File: config.mk
export PLATFORM = sky130hd
export DESIGN_NAME = ble_adv_crc_whiten_encoder
export DESIGN_NICKNAME = d
export VERILOG_FILES = /design/src/rtl/bleenc_pkg.sv /design/src/rtl/bleenc_front.sv /design/src/rtl/bleenc_queue.sv /design/src/rtl/bleenc_back.sv /design/src/rtl/ble_adv_crc_whiten_encoder.sv
export SDC_FILE = /design/constraint.sdc
export NUM_CORES = 1
export LEC_CHECK = 0
export BUFFER_PORTS_ARGS = -buffer_cell sky130_fd_sc_hd__buf_2
export CORE_UTILIZATION = 35
export DETAILED_ROUTE_END_ITERATION = 16
export HOLD_SLACK_MARGIN = 0.1
export PLACE_DENSITY = 0.51
export SYNTH_ARGS = -nofsm -noshare
export SYNTH_HDL_FRONTEND = slang
export SYNTH_SLANG_ARGS = --single-unit
File: constraint.sdc
create_clock -name clk -period 4.4 [get_ports clk]
set_clock_uncertainty 0.15 [all_clocks]
set_input_delay 0.44 -clock clk [delete_from_list [all_inputs] [get_ports clk]]
set_output_delay 0.44 -clock clk [all_outputs]
set_load 0.05 [all_outputs]
File: src/rtl/bleenc_pkg.sv
package bleenc_pkg;

	localparam int QUEUE_DEPTH = 2;

	localparam logic [23:0] CRC_INIT = 24'hAAAAAA;
	localparam logic [23:0] CRC_POLY = 24'hDA6000;
	localparam logic [7:0]  LFSR_TAPS = 8'h88;
	localparam logic [6:0]  LFSR_SET = 7'h40;

	localparam logic [6:0] CHAN_NUM [4] = '{7'd37, 7'd38, 7'd39, 7'd39};

	typedef struct packed {
		logic [7:0]  data;
		logic        last;
		logic [23:0] crc;
	} entry_t;

	typedef struct packed {
		logic full;
		logic nempty;
	} qstat_t;

	typedef enum logic [1:0] {
		PH_DATA,
		PH_CRC0,
		PH_CRC1,
		PH_CRC2
	} phase_t;

	function automatic logic [6:0] lfsr_seed(input logic [1:0] chan);
		return CHAN_NUM[chan] | LFSR_SET;
	endfunction

	function automatic logic [23:0] crc_byte(input logic [23:0] r_in, input logic [7:0] d);
		logic [23:0] r;
		logic        fb;
		r = r_in;
		for (int i = 0; i < 8; i++) begin
			fb = r[0] ^ d[i];
			r = r >> 1;
			if (fb) begin
				r = r ^ CRC_POLY;
			end
		end
		return r;
	endfunction

	// {next lfsr, whitening mask}
	function automatic logic [14:0] whiten(input logic [6:0] l_in);
		logic [7:0] l;
		logic [7:0] m;
		l = {1'b0, l_in};
		m = '0;
		for (int i = 0; i < 8; i++) begin
			if (l[0]) begin
				l = l ^ LFSR_TAPS;
				m[i] = 1'b1;
			end
			l = l >> 1;
		end
		return {l[6:0], m};
	endfunction

	function automatic logic [7:0] bit_rev(input logic [7:0] a);
		logic [7:0] v;
		for (int i = 0; i < 8; i++) begin
			v[7 - i] = a[i];
		end
		return v;
	endfunction

endpackage

File: src/rtl/bleenc_front.sv
module bleenc_front (
	input  logic                clk,
	input  logic                arst_n,
	input  logic                in_valid,
	output logic                in_stall,
	input  logic [7:0]          data_byte,
	input  logic                is_last,
	input  bleenc_pkg::qstat_t  qstat,
	output logic                push,
	output bleenc_pkg::entry_t  push_entry
);

	logic [23:0] crc_q;
	logic [23:0] crc_next;

	assign crc_next = bleenc_pkg::crc_byte(crc_q, data_byte);
	assign in_stall = qstat.full;
	assign push = in_valid && !in_stall;

	assign push_entry.data = data_byte;
	assign push_entry.last = is_last;
	assign push_entry.crc = crc_next;

	always_ff @(posedge clk or negedge arst_n) begin
		if (!arst_n) begin
			crc_q <= bleenc_pkg::CRC_INIT;
		end else if (push) begin
			crc_q <= is_last ? bleenc_pkg::CRC_INIT : crc_next;
		end
	end

endmodule

File: src/rtl/bleenc_queue.sv
module bleenc_queue #(
	parameter int DEPTH = bleenc_pkg::QUEUE_DEPTH
) (
	input  logic                clk,
	input  logic                arst_n,
	input  logic                push,
	input  bleenc_pkg::entry_t  push_entry,
	input  logic                pop,
	output bleenc_pkg::entry_t  head,
	output bleenc_pkg::qstat_t  qstat
);

	localparam int PTR_W = $clog2(DEPTH);
	localparam int CNT_W = $clog2(DEPTH + 1);

	bleenc_pkg::entry_t slot_q [DEPTH];
	logic [PTR_W-1:0]   wr_ptr_q;
	logic [PTR_W-1:0]   rd_ptr_q;
	logic [CNT_W-1:0]   count_q;

	assign head = slot_q[rd_ptr_q];
	assign qstat.full = (count_q == CNT_W'(DEPTH));
	assign qstat.nempty = (count_q != '0);

	always_ff @(posedge clk) begin
		if (push) begin
			slot_q[wr_ptr_q] <= push_entry;
		end
	end

	always_ff @(posedge clk or negedge arst_n) begin
		if (!arst_n) begin
			wr_ptr_q <= '0;
			rd_ptr_q <= '0;
			count_q <= '0;
		end else begin
			if (push) begin
				wr_ptr_q <= (wr_ptr_q == PTR_W'(DEPTH - 1)) ? '0 : wr_ptr_q + 1'b1;
			end
			if (pop) begin
				rd_ptr_q <= (rd_ptr_q == PTR_W'(DEPTH - 1)) ? '0 : rd_ptr_q + 1'b1;
			end
			if (push && !pop) begin
				count_q <= count_q + 1'b1;
			end else if (pop && !push) begin
				count_q <= count_q - 1'b1;
			end
		end
	end

`ifndef ASSERT_OFF
	a_no_overflow: assert property (@(posedge clk) disable iff (!arst_n)
		count_q <= CNT_W'(DEPTH))
		else $error("queue count beyond depth");

	a_pop_nempty: assert property (@(posedge clk) disable iff (!arst_n)
		pop |-> qstat.nempty)
		else $error("pop from empty queue");

	a_push_room: assert property (@(posedge clk) disable iff (!arst_n)
		push |-> !qstat.full)
		else $error("push into full queue");
`endif

endmodule

File: src/rtl/bleenc_back.sv
module bleenc_back (
	input  logic                clk,
	input  logic                arst_n,
	input  logic                cfg_valid,
	output logic                cfg_ready,
	input  logic [1:0]          cfg_data,
	input  bleenc_pkg::entry_t  head,
	input  bleenc_pkg::qstat_t  qstat,
	output logic                pop,
	output logic                out_valid,
	input  logic                out_stall,
	output logic [7:0]          wire_byte,
	output logic                end_of_packet
);

	bleenc_pkg::phase_t phase_q;
	bleenc_pkg::phase_t phase_d;
	logic [1:0]         chan_q;
	logic [6:0]         lfsr_q;
	logic               mid_q;
	logic               out_valid_q;
	logic [7:0]         wire_byte_q;
	logic               eop_q;
	logic               load;
	logic [7:0]         sel_byte;
	logic [14:0]        wht;

	assign cfg_ready = 1'b1;
	assign load = (!out_valid_q || !out_stall) && qstat.nempty;
	assign wht = bleenc_pkg::whiten(lfsr_q);

	always_comb begin
		sel_byte = head.data;
		phase_d = phase_q;
		pop = 1'b0;
		unique case (phase_q)
			bleenc_pkg::PH_DATA: begin
				sel_byte = head.data;
				if (load) begin
					phase_d = head.last ? bleenc_pkg::PH_CRC0 : bleenc_pkg::PH_DATA;
					pop = !head.last;
				end
			end
			bleenc_pkg::PH_CRC0: begin
				sel_byte = head.crc[7:0];
				if (load) begin
					phase_d = bleenc_pkg::PH_CRC1;
				end
			end
			bleenc_pkg::PH_CRC1: begin
				sel_byte = head.crc[15:8];
				if (load) begin
					phase_d = bleenc_pkg::PH_CRC2;
				end
			end
			bleenc_pkg::PH_CRC2: begin
				sel_byte = head.crc[23:16];
				if (load) begin
					phase_d = bleenc_pkg::PH_DATA;
					pop = 1'b1;
				end
			end
			default: begin
				phase_d = bleenc_pkg::PH_DATA;
			end
		endcase
	end

	always_ff @(posedge clk or negedge arst_n) begin
		if (!arst_n) begin
			phase_q <= bleenc_pkg::PH_DATA;
		end else begin
			phase_q <= phase_d;
		end
	end

	always_ff @(posedge clk or negedge arst_n) begin
		if (!arst_n) begin
			chan_q <= '0;
			lfsr_q <= bleenc_pkg::lfsr_seed(2'd0);
			mid_q <= 1'b0;
			out_valid_q <= 1'b0;
		end else begin
			if (load) begin
				out_valid_q <= 1'b1;
				if (phase_q == bleenc_pkg::PH_CRC2) begin
					lfsr_q <= bleenc_pkg::lfsr_seed(chan_q);
					mid_q <= 1'b0;
				end else begin
					lfsr_q <= wht[14:8];
					mid_q <= 1'b1;
				end
			end else begin
				if (!out_stall) begin
					out_valid_q <= 1'b0;
				end
				if (cfg_valid && cfg_ready && !mid_q) begin
					lfsr_q <= bleenc_pkg::lfsr_seed(cfg_data);
				end
			end
			if (cfg_valid && cfg_ready) begin
				chan_q <= cfg_data;
			end
		end
	end

	always_ff @(posedge clk) begin
		if (load) begin
			wire_byte_q <= bleenc_pkg::bit_rev(sel_byte ^ wht[7:0]);
			eop_q <= (phase_q == bleenc_pkg::PH_CRC2);
		end
	end

	assign out_valid = out_valid_q;
	assign wire_byte = wire_byte_q;
	assign end_of_packet = eop_q;

`ifndef ASSERT_OFF
	a_tail_has_head: assert property (@(posedge clk) disable iff (!arst_n)
		(phase_q != bleenc_pkg::PH_DATA) |-> qstat.nempty)
		else $error("CRC tail without queued entry");

	a_eop_ends_tail: assert property (@(posedge clk) disable iff (!arst_n)
		(out_valid_q && eop_q) |-> (phase_q == bleenc_pkg::PH_DATA))
		else $error("end of packet while tail still running");

	a_tail_order: assert property (@(posedge clk) disable iff (!arst_n)
		(load && phase_q == bleenc_pkg::PH_CRC2) |=> (phase_q == bleenc_pkg::PH_DATA))
		else $error("tail sequencer did not return to data");
`endif

endmodule

File: src/rtl/ble_adv_crc_whiten_encoder.sv
// channel  handshake            payload
// cfg      cfg_valid/cfg_ready  cfg_data[1:0] (advertising channel index)
// in       in_valid/in_stall    data_byte[7:0], is_last
// out      out_valid/out_stall  wire_byte[7:0], end_of_packet
//
// While nothing stalls, one item per cycle; a last item adds three CRC items, so a
// packet of N items yields N+3 items; the back sequencer emits one byte a cycle.
// In to out: the accepted item is written into a queue slot, and from there loaded
// into the output register.
// Reset: CRC 0xAAAAAA, channel 37, whitening LFSR 0x65, queue empty.
// in_stall rises only when the queue is full; out_stall holds the output register.
module ble_adv_crc_whiten_encoder #(
	parameter int QUEUE_DEPTH = bleenc_pkg::QUEUE_DEPTH
) (
	input  logic       clk,
	input  logic       arst_n,
	input  logic       cfg_valid,
	output logic       cfg_ready,
	input  logic [1:0] cfg_data,
	input  logic       in_valid,
	output logic       in_stall,
	input  logic [7:0] data_byte,
	input  logic       is_last,
	output logic       out_valid,
	input  logic       out_stall,
	output logic [7:0] wire_byte,
	output logic       end_of_packet
);

	bleenc_pkg::qstat_t qstat;
	bleenc_pkg::entry_t push_entry;
	bleenc_pkg::entry_t head;
	logic               push;
	logic               pop;

	bleenc_front u_front (
		.clk        (clk),
		.arst_n     (arst_n),
		.in_valid   (in_valid),
		.in_stall   (in_stall),
		.data_byte  (data_byte),
		.is_last    (is_last),
		.qstat      (qstat),
		.push       (push),
		.push_entry (push_entry)
	);

	bleenc_queue #(
		.DEPTH (QUEUE_DEPTH)
	) u_queue (
		.clk        (clk),
		.arst_n     (arst_n),
		.push       (push),
		.push_entry (push_entry),
		.pop        (pop),
		.head       (head),
		.qstat      (qstat)
	);

	bleenc_back u_back (
		.clk           (clk),
		.arst_n        (arst_n),
		.cfg_valid     (cfg_valid),
		.cfg_ready     (cfg_ready),
		.cfg_data      (cfg_data),
		.head          (head),
		.qstat         (qstat),
		.pop           (pop),
		.out_valid     (out_valid),
		.out_stall     (out_stall),
		.wire_byte     (wire_byte),
		.end_of_packet (end_of_packet)
	);

endmodule
Word-level counts from Yosys, hierarchy flattened. Memory sizes are Yosys's and may differ from the RTL's. Cells that the tools add are included. W data, S select, Z words.

Bits in registers: 50. Memory bits (writable): 66. Input bits: 16. Output and inout port bits: 12. Word-level logic and storage cells: 125. Memories kept: 1.

Memories: u_queue.slot_q (depth 2, bits a word 33, rd ports 1, clocked after Yosys merged registers in 0, write ports 1, RTL line bleenc_queue.sv:16) `bleenc_pkg::entry_t slot_q [DEPTH];`.

Add/sub/neg operators: 4. Magnitude comparators: 2. Eq/ne operators: 9. Mux-type cells: 53. Bitwise gates (word level): 27. Reduce and logical (&&, ||, !) cells: 18.

Operators with widths (count): $mux W24 (9); $mux W8 (8); $not A6 Y7 (8); $pmux W8 S4 (1); $bmux W7 S2 (2); $mux W6 (4); $mux W7 (3); $mux W1 (18); $not A1 Y2 (8); $mux W2 (6); $ne A2 B1 Y1 const B (5); $pmux W2 S4 (1); $xor A1 B1 Y1 (8); $xor A8 B8 Y8 (1); $logic_not A1 Y1 (7); $eq A2 B2 Y1 const B (3); $ge A3 B3 Y1 const B (2); $not A2 Y3 (2); $reduce_bool A2 Y1 (3); $logic_and A1 B1 Y1 (5); $reduce_and A4 Y1 (1); $add A1 B1 Y1 const B (2); $add A2 B1 Y2 const B (1); $eq A2 B1 Y1 const B (1); 4 further kinds (4).

Longest topological paths before layout.
Depth in word-level cells: 18. Mapped depth: 8. Mapped depth without buffers: 8.

Hierarchy. From an unflattened synthesis, not the netlist that was laid out.

Cell total of the unflattened synthesis: 357. Area total of the unflattened synthesis: 5515.3 sq um.

Modules (own cells, without submodules): bleenc_queue (times used 1, cells an instance 119, area each 2722.6 sq um, sequential area each 2082.0 sq um); bleenc_front (times used 1, cells an instance 125, area each 1507.7 sq um, sequential area each 615.6 sq um); bleenc_back (times used 1, cells an instance 113, area each 1285.0 sq um, sequential area each 600.6 sq um).

Least setup slack after synthesis. Ideal clock, no wire load.

Kind: register to register. Start: register u_queue.count_q[0]. End: memory u_queue.slot_q[0][0] in the netlist's numbering (enable). Setup time: 0.423 ns. Arrival time: 2.461 ns. Data required time: 3.827 ns. Slack: 1.365 ns. Cell stages (with the launch flop): 6. Path buffers: 2. Clock period less this slack: 3.035 ns. Path through: dfrtp_1 > nand2b_1 > nand2_1 > clkbuf_1 > clkbuf_1 > nor2_1.

Longest elaborated chain between the ends: 5.

Ends and longest elaborated chain: start: declaration (RTL line bleenc_queue.sv:19) `logic [CNT_W-1:0] count_q;`; start signal: assignment (RTL line bleenc_queue.sv:44) `count_q <= count_q + 1'b1;`; start signal: assignment (RTL line bleenc_queue.sv:46) `count_q <= count_q - 1'b1;`; $eq A2 B2 Y1 (RTL line bleenc_queue.sv:22) `assign qstat.full = (count_q == CNT_W'(DEPTH));`; $logic_not A1 Y1 (RTL line bleenc_front.sv:18) `assign push = in_valid && !in_stall;`; $logic_and A1 B1 Y1 (RTL line bleenc_front.sv:18); $mux W1 (RTL line bleenc_queue.sv:26) `if (push) begin`; $mux W1 (not written as such) (RTL line bleenc_queue.sv:27) `slot_q[wr_ptr_q] <= push_entry;`; end: declaration (RTL line bleenc_queue.sv:16).

No other way between the ends.

Worst setup path after layout.
Start: register u_queue.rd_ptr_q. End: register u_queue.count_q[1].

Longest elaborated chain between the ends: 7. Elaborated cells on any way between the ends: 9. Classes of those cells: mux: 3; reduce/logical: 5; memory: 1.

Ends and longest elaborated chain: start: declaration (RTL line bleenc_queue.sv:18) `logic [PTR_W-1:0] rd_ptr_q;`; start signal: assignment (RTL line bleenc_queue.sv:41) `rd_ptr_q <= (rd_ptr_q == PTR_W'(DEPTH - 1)) ? '0 : rd_ptr_q + 1'b1;`; $mem_v2 Z2 W33 *; $logic_not A1 Y1 * (RTL line bleenc_back.sv:41) `pop = !head.last;`; $mux W1 * (RTL line bleenc_back.sv:39) `if (load) begin`; $pmux W1 S2 * (RTL line bleenc_back.sv:36) `unique case (phase_q)`; $logic_not A1 Y1 (RTL line bleenc_queue.sv:43) `if (push && !pop) begin`; $logic_and A1 B1 Y1 (RTL line bleenc_queue.sv:43); $mux W2 or $reduce_bool A2 Y1 (tied branches).

Mark *: on every way between the ends. The rest lies on a longest branch, timed or not. A chain may end at the register's enable or synchronous reset.

==> run metrics <==
DRT Wirelength=about 11000 µm; Cells after Synth=365; worst slew pin tran=about 1.0 ns; endpoints failing setup=0; fin area=6140 µm²; Critical Path Start Type=register; EDFF count, synth=75; worst vdd ir=roughly 0.33 mV; Worst path max stage delay=0.78 ns; total die area=15200 µm²; clock sinks=roughly 120; largest net degree at the start of global routing=42; status=finished clean; CTS Buf Count=17; area delta synth->final=19.3%; DP Area=5460 µm²; Power per Cell Area=990 nW/µm²; initial antenna violation count=0; first-pass iteration count of the detailed router=4; PostCTS Resize Cnt=0; Final ANT Viol Nets=0; RSZ-0062 raised after global routing=no; final hold violation count=0; ys flop type=edfxtp_1; syn_nets=about 390; final worst slack=1.95 ns; post-layout min period=2.45 ns; total negative slack=0 ns; Post-route DRC=0; hold_buf cts=1; Crit path depth=7; antenna diode count=0; First DRT Iteration DRCs=243; Post-Syn Area per Cell=14.1 µm²; Routed wire per std cell=17.8 µm; fin. max-slew vios=0; share of post-route cells with drive strength above 1=0.215; vias in the first global route=a little under 3000; number of fill cells=roughly 1300; Worst setup EP type=register; final net count=about 420; PortBufs=26; Reg area=3300 µm²; P_leak=2.39 nW; Slew headroom=0.316; class of the worst hold path=in -> reg; Post-Place Cells=557; r2r setup slk=1.95 ns; Crit path max-delay family=flip-flops; pre-CTS worst setup slack=between 1.5 and 2 ns; CTS tree=yes; RR Endpoint=u_queue.count_q[1]; Reg2Reg Depth=7; final worst path period share=0.556; CP startpoint=u_queue.rd_ptr_q; Die Wd=123 µm; Skew-Pair Late Insertion Delay=0.41 ns; # Post-CTS Setup Buffers=0; max cap viols=0; register area share after synthesis=0.641; CP cell instances=mux2i_1 > a21oi_1 > or3_1 > ha_1 > xor2_1 > nor2_1 > xor2_1; Core Footprint=14100 µm²; CP max FO=20; global-route usage over all layers=0.158; Setup CP Type=reg -> reg; initial core utilization=0.365; fmax=around 0.41 GHz; I/O Pins=28; most common cell after layout, fill and taps aside=edfxtp_1; std cell rows=43; routability cong.=0.797; Post-synth ARST share=0.353; global-route wire length before repair=17100 µm; origin of the critical flop-to-flop path=u_queue.rd_ptr_q; CP max-delay cell=dfrtp_1; Clock Tree Buf Depth=2; Post-DP HPWL=7150 µm; clock transition at the registers of the reported paths=0.06 ns; GR Overflow Total=0; area of the multi-input gates=roughly 1700 µm²; Die H=123 µm; Via Count=2908; synth unique cells=45; cell mode on critical path=xor2_1; Syn Std Cell Area=5150 µm²; vias per std cell=approximately 4.9; Worst Path Required=~4.6 ns; WP buf/inv=0; CTS Root Cell=clkbuf_16; synth warn=0; WP data arrival=~2.6 ns; H-tree depth=4; most frequent cells in the layout=edfxtp_1, xnor2_1, buf_2; Yosys reg bits=116; non-filler cells, final=slightly below 600; Critical Path Sink=u_queue.count_q[1]
==> cell type report <==
type,count,share of cell area
clock inverter,13,0.0377
clock buffer,19,0.0705
sequential,116,0.537
multi-input combinational,205,0.274
tap,180,0.0367
inverter,26,0.0159
timing repair buffer,31,0.0277
==> where the power goes <==
| part | internal, mW | total (mW) | switching (mW) |
|---|---|---|---|
| clock | 1.06 | 1.55 | 0.491 |
| combinational | 0.954 | 2.37 | 1.41 |
| sequential | 1.92 | 2.16 | 0.244 |
| total | 3.93 | 6.08 | 2.15 |
==> cell families (layout without fill, tap and decap cells) <==
kind of cell / count (synthesis) / count (layout) / share of synthesized area
flops: 116 / 116 / 0.641
compound gates: 83 / 83 / 0.115
xor+xnor: 58 / 58 / 0.133
simple gates: 44 / 44 / 0.0372
buf+inv: 44 / 89 / 0.0328
mux: 13 / 13 / 0.0263
fa+ha+maj: 6 / 6 / 0.0146
other cells: 1 / 1 / 0.000729
==> synth_stat cells (2+ instances only) <==
library cell | n | area (µm²)
clkbuf_1 | 17 | 63.8
nand2_1 | 20 | 75.1
a21oi_1 | 22 | 110
a22o_1 | 8 | 70.1
mux2i_1 | 9 | 90.1
dfrtp_1 | 25 | 626
o31ai_1 | 2 | 15.0
inv_1 | 24 | 90.1
xnor2_2 | 6 | 97.6
xnor3_1 | 6 | 135
edfxtp_1 | 75 | 2250
a221oi_1 | 7 | 61.3
a31o_1 | 2 | 17.5
and2_1 | 2 | 12.5
xnor2_1 | 34 | 298
nor2_1 | 13 | 48.8
nand2b_1 | 4 | 25.0
dfstp_2 | 16 | 420
ha_1 | 6 | 75.1
a222oi_1 | 7 | 70.1
o22a_1 | 4 | 35.0
xor2_1 | 8 | 70.1
o211ai_1 | 2 | 15.0
xor2_2 | 2 | 32.5
o21ai_1 | 5 | 25.0
o21ai_0 | 5 | 25.0
a22oi_1 | 9 | 67.6
inv_2 | 2 | 7.51
a21o_1 | 2 | 15.0
a31oi_1 | 2 | 12.5
o31a_1 | 3 | 26.3
mux2_1 | 3 | 33.8
==> flip-flops by register name (all words and copies together) (netlist names) <==
register              flops
u_queue.slot_q           66
u_front.crc_q            24
u_back.wire_byte          8
u_back.lfsr_q             7
u_back.chan_q             2
u_back.phase_q            2
u_queue.count_q           2
u_back.end_of_packet      1
u_back.mid_q              1
u_back.out_valid          1
u_queue.rd_ptr_q          1
u_queue.wr_ptr_q          1
==> layer usage <==
layer | vias up | GRT usage | part of all wire
met5 | - | 0 | 0
met4 | 0 | 0.0648 | 0.0093
met3 | 9 | 0.0503 | 0.044
met2 | 54 | 0.229 | 0.45
met1 | 1456 | 0.219 | 0.50
li1 | 1389 | - | -
==> worst min path at each step <==
| stage | start | to | cells past startpoint |
|---|---|---|---|
| 2_1_floorplan | arst_n | u_back.chan_q[0] | 0 |
| 3_3_place_gp | u_front.crc_q[3] | u_front.crc_q[3] | 2 |
| 3_5_place_dp | u_front.crc_q[5] | u_front.crc_q[5] | 2 |
| 4_1_cts | data_byte[2] | u_queue.slot_q[1][27] | 1 |
| 5_1_grt | data_byte[2] | u_queue.slot_q[1][27] | 1 |
| 6_report | data_byte[2] | u_queue.slot_q[1][27] | 1 |
==> stage by stage <==
stage | hold slack [ns] | utilization | power (mW)
after floorplan | -0.00559 | - | 3.93
after global placement | 0.311 | 0.388 | 4.53
after detailed placement | 0.318 | 0.388 | 4.56
after CTS | 0.104 | 0.435 | 6.13
after global routing | 0.102 | 0.435 | 6.44
final | 0.113 | 0.435 | 6.08
Power figures use the tool's default switching activity.
